`src/sv/tlbpt_pkg.sv`:
```
// Package for the TLB page table translator.
// Holds the address geometry, the TLB and page table sizes, and the
// command and status structs between controller and datapath. No dependencies.
`timescale 1ns / 1ps

package tlbpt_pkg;

    localparam int ADDR_WIDTH    = 20;
    localparam int OFFSET_WIDTH  = 10;
    localparam int PAGE_WIDTH    = ADDR_WIDTH - OFFSET_WIDTH;
    localparam int FRAME_WIDTH   = PAGE_WIDTH;
    localparam int PAGE_COUNT    = 1 << PAGE_WIDTH;
    localparam int TLB_ENTRIES   = 16;
    localparam int TLB_IDX_WIDTH = $clog2(TLB_ENTRIES);
    localparam int FREE_WIDTH    = PAGE_WIDTH + 1;

    typedef logic [ADDR_WIDTH-1:0]    addr_t;
    typedef logic [PAGE_WIDTH-1:0]    page_t;
    typedef logic [FRAME_WIDTH-1:0]   frame_t;
    typedef logic [TLB_IDX_WIDTH-1:0] tlb_idx_t;

    // Page table word: valid flag above the frame number
    typedef struct packed {
        logic   valid;
        frame_t frame;
    } map_entry_t;

    typedef struct packed {
        logic  clear_wr;
        page_t clear_idx;
        logic  load;
        logic  commit;
    } tlbpt_cmd_t;

    typedef struct packed {
        logic out_stall;
    } tlbpt_sts_t;

endpackage

```
`src/sv/tlbpt_ctrl.sv`:
```
// Controller of the translator: page table clearing sweep, accept and commit.
// Depends on tlbpt_pkg.
`timescale 1ns / 1ps

module tlbpt_ctrl (
    input  logic                  clk,
    input  logic                  rst_n,
    input  logic                  in_valid,
    output logic                  in_ready,
    input  tlbpt_pkg::tlbpt_sts_t sts,
    output tlbpt_pkg::tlbpt_cmd_t cmd
);

    typedef enum logic [1:0] {
        ST_CLEAR,
        ST_IDLE,
        ST_LOOKUP
    } state_t;

    state_t             state_reg, state_next;
    tlbpt_pkg::page_t   clear_idx_reg, clear_idx_next;

    always_comb
    begin
        in_ready      = (state_reg == ST_IDLE);
        cmd.clear_wr  = (state_reg == ST_CLEAR);
        cmd.clear_idx = clear_idx_reg;
        cmd.load      = in_ready && in_valid;
        cmd.commit    = (state_reg == ST_LOOKUP) && !sts.out_stall;
    end

    always_comb
    begin
        state_next     = state_reg;
        clear_idx_next = clear_idx_reg;
        unique case (state_reg)
            ST_CLEAR:
            begin
                clear_idx_next = clear_idx_reg + tlbpt_pkg::PAGE_WIDTH'(1);
                if (clear_idx_reg == tlbpt_pkg::PAGE_WIDTH'(tlbpt_pkg::PAGE_COUNT - 1))
                    state_next = ST_IDLE;
            end
            ST_IDLE:
            begin
                if (cmd.load)
                    state_next = ST_LOOKUP;
            end
            ST_LOOKUP:
            begin
                // hold until the output register can take the result
                if (cmd.commit)
                    state_next = ST_IDLE;
            end
            default:
            begin
                state_next = ST_IDLE;
            end
        endcase
    end

    always_ff @(posedge clk or negedge rst_n)
    begin
        if (!rst_n)
        begin
            state_reg     <= ST_CLEAR;
            clear_idx_reg <= '0;
        end
        else
        begin
            state_reg     <= state_next;
            clear_idx_reg <= clear_idx_next;
        end
    end

    assert property (@(posedge clk) disable iff (!rst_n)
        cmd.load |=> (state_reg == ST_LOOKUP))
        else $error("accepted transaction did not enter lookup");

    assert property (@(posedge clk) disable iff (!rst_n)
        !(cmd.clear_wr && (cmd.load || cmd.commit)))
        else $error("transaction handled during page table clearing");

    assert property (@(posedge clk) disable iff (!rst_n)
        cmd.commit |=> (state_reg == ST_IDLE))
        else $error("committed transaction did not return to idle");

endmodule

```
`config.mk`:
```
export PLATFORM = sky130hd
export DESIGN_NAME = tlbpt_ctrl
export DESIGN_NICKNAME = d
export VERILOG_FILES = /design/src/sv/tlbpt_pkg.sv /design/src/sv/tlbpt_ctrl.sv
export SDC_FILE = /design/constraint.sdc
export NUM_CORES = 1
export LEC_CHECK = 0
export BUFFER_PORTS_ARGS = -buffer_cell sky130_fd_sc_hd__buf_2
export CELL_PAD_IN_SITES_DETAIL_PLACEMENT = 1
export CELL_PAD_IN_SITES_GLOBAL_PLACEMENT = 1
export CORE_MARGIN = 4
export CORE_UTILIZATION = 32
export DETAILED_ROUTE_END_ITERATION = 7
export GPL_TIMING_DRIVEN = 0
export PLACE_DENSITY = 0.71
export SETUP_SLACK_MARGIN = 0.1
export SYNTH_ARGS = -nofsm -noshare
export SYNTH_HDL_FRONTEND = slang
export SYNTH_SLANG_ARGS = --single-unit
```
`constraint.sdc`:
```
create_clock -name clk -period 1.03 [get_ports clk]
set_input_delay 0.103 -clock clk [delete_from_list [all_inputs] [get_ports clk]]
set_output_delay 0.103 -clock clk [all_outputs]
set_load 0.01 [all_outputs]
```
==> qor.yml <==
die_x_um: 48.8
cts_root_buffer: "clkbuf_4"
power.leakage_nw: 0.446
mostFrequentLayoutCells: "buf_2 (12), buf_6 (10), buf_4 (10), dfrtp_1 (7), xnor2_1 (6)"
grt_pass1_vias: 473
setup_tns_ns: -1.95
final_antenna_net_count: 0
antenna_found_initial: 0
p_per_area_mw_per_mm2: 3230
dieArea_mm2: 0.00238
final-hold-violation-count: 0
yosysWarnings: 0
overflow: 0
hold_path.class: "input port to register"
finalCritPeriodShare_pct: 121
area_growth_pct: 72.9
status: "complete, but fails checks"
start_util_pct: 34.5
core_mm2: 0.00154
tightest_slew_ns: 0.303
synth_nets: 49
rsz0062_at_grt: "yes"
vias_per_cell: 5.30
numCtsBuffers: 3
drive_above_1_share_pct: 64.2
drtPass1Iterations: 1
ys_seq_area_share_pct: 56.5
largest_reg_flops: 10
drt_iter0_markers: 0
cts_max_path_buffers: 2
critPathRequiredTime_ns: 1.20
clock_latency_ns: 0.29
dp_cells: 77
min_period_ns: 1.25
setup_viol_count_final: 16
path_clk_slew_ns: 0.09
num_vias: 514
layout_commonest_cell: "buf_2"
grt_pass1_wl_mm: 2.45
io_pins: 18
drc_errors: 0
post_drt_wl_per_cell_um: 19.1
clock-sinks: 12
critPathKind: "register to register"
ir_drop_mv: 2.03
num_antenna_cells: 0
fin_skew_ns: 0.00214
grt_max_degree: 13
critPathArrivalTime_ns: 1.42
start_kind: "register"
slew_headroom_pct: 79.8
ys_types: 19
cts_tree: "built"
max_freq_ghz: 0.800
crit_fanout: 6
syn_inst: 44
failed_checks: "setup timing"
drv_cap: 0
die_h_um: 48.8
place_hpwl_um: 797
worst_slack_ns: -0.219
port_buffers: 17
htree_levels: 1
end_kind: "register"
synth_area_um2: 532
avgSynthCellArea_um2: 12.1
stdcell_count: 97
grt_util_all_layers_pct: 13.4
routabilityCongestion: 0.614
drv_slew: 0
synth-seq-cells: 12
nNetsFinal: 87
num_rows: 14
routed_wirelength_mm: 1.85
cells in the mapped netlist, drive strengths merged:
cell type / n / area [um2]
a21oi: 1 / 5.00
and2: 1 / 6.26
and2b: 1 / 7.51
and3: 1 / 6.26
and4: 1 / 10.0
and4bb: 1 / 12.5
dfrtp: 12 / 300
ha: 1 / 12.5
mux2: 1 / 11.3
nand2: 3 / 11.3
nand3: 3 / 15.0
nand3b: 1 / 7.51
nand4: 4 / 25.0
nor2: 2 / 10.0
nor3b: 1 / 7.51
o21ai: 1 / 5.00
xnor2: 8 / 70.1
xor2: 1 / 8.76
logic make-up after synthesis:
logic type	share of synthesized area, %
AO/OA/AOI/OAI	1.88
XOR/XNOR	14.8
adder cells (fa/ha/maj)	2.35
flip-flops	56.5
multiplexers	2.12
AND/OR/NAND/NOR	22.4
final timing paths:
check                                  from               end  slack (ns)  cells past startpoint
max in group asynchronous             rst_n      state_reg[1]        0.54                      2
setup / recovery               state_reg[0]  clear_idx_reg[5]       -0.22                      3
setup reg to reg               state_reg[0]  clear_idx_reg[5]       -0.22                      3
min in group asynchronous             rst_n  clear_idx_reg[3]        0.24                      2
hold / removal                     in_valid      state_reg[1]        0.11                      3
hold reg to reg            clear_idx_reg[8]  clear_idx_reg[8]        0.55                      1
power breakdown:
group | internal, W | switching (W) | total (W) | leakage (nW)
registers | 0.000663 | 0.000249 | 0.000912 | 0.148
clock network | 0.000215 | 0.000187 | 0.000403 | 0.0210
logic | 0.000971 | 0.000685 | 0.00166 | 0.277
stage by stage:
step | hold slack, ns | worst slack (ns) | total power, W | utilization (%) | cell area, um2
floorplan | -0.193 | -0.0955 | 0.00133 | - | 538
global placement | -0.00622 | -0.185 | 0.00164 | 41.7 | 643
detailed placement | -0.00787 | -0.198 | 0.00166 | 41.7 | 643
CTS | 0.132 | -0.179 | 0.00239 | 51.2 | 790
global route | 0.125 | -0.251 | 0.00316 | 59.7 | 920
finish | 0.107 | -0.219 | 0.00297 | 59.7 | 920
per-layer routing:
layer  vias up  GRT usage (%)  share of wire [%]
li1        228              -                  -
met1       264           15.5                 40
met2        18           22.0                 52
met3         4           4.29                4.4
met4         0           6.73                3.0
met5         -              0                  0
area by class of cell:
| class | instances | area (um2) |
|---|---|---|
| Tap cell | 16 | 20.0 |
| Fill cell | 162 | 622 |
| Clock buffer | 4 | 36.3 |
| Sequential cell | 12 | 307 |
| Multi-Input combinational cell | 32 | 299 |
| Timing Repair Buffer | 33 | 258 |
timing repair:
action	in CTS	in global routing
resized for setup	10	19
buffers inserted	9	7
setup endpoints to repair	25	26
hold buffers	1	0
pin swaps	9	9
hold endpoints to repair	12	0
worst max-delay path, stage by stage (launching register included):
cell	delay [ns]
dfrtp_2	0.47
and4bb_4	0.39
nand4_1	0.13
xnor2_1	0.15
Power figures use the tool's default switching activity.
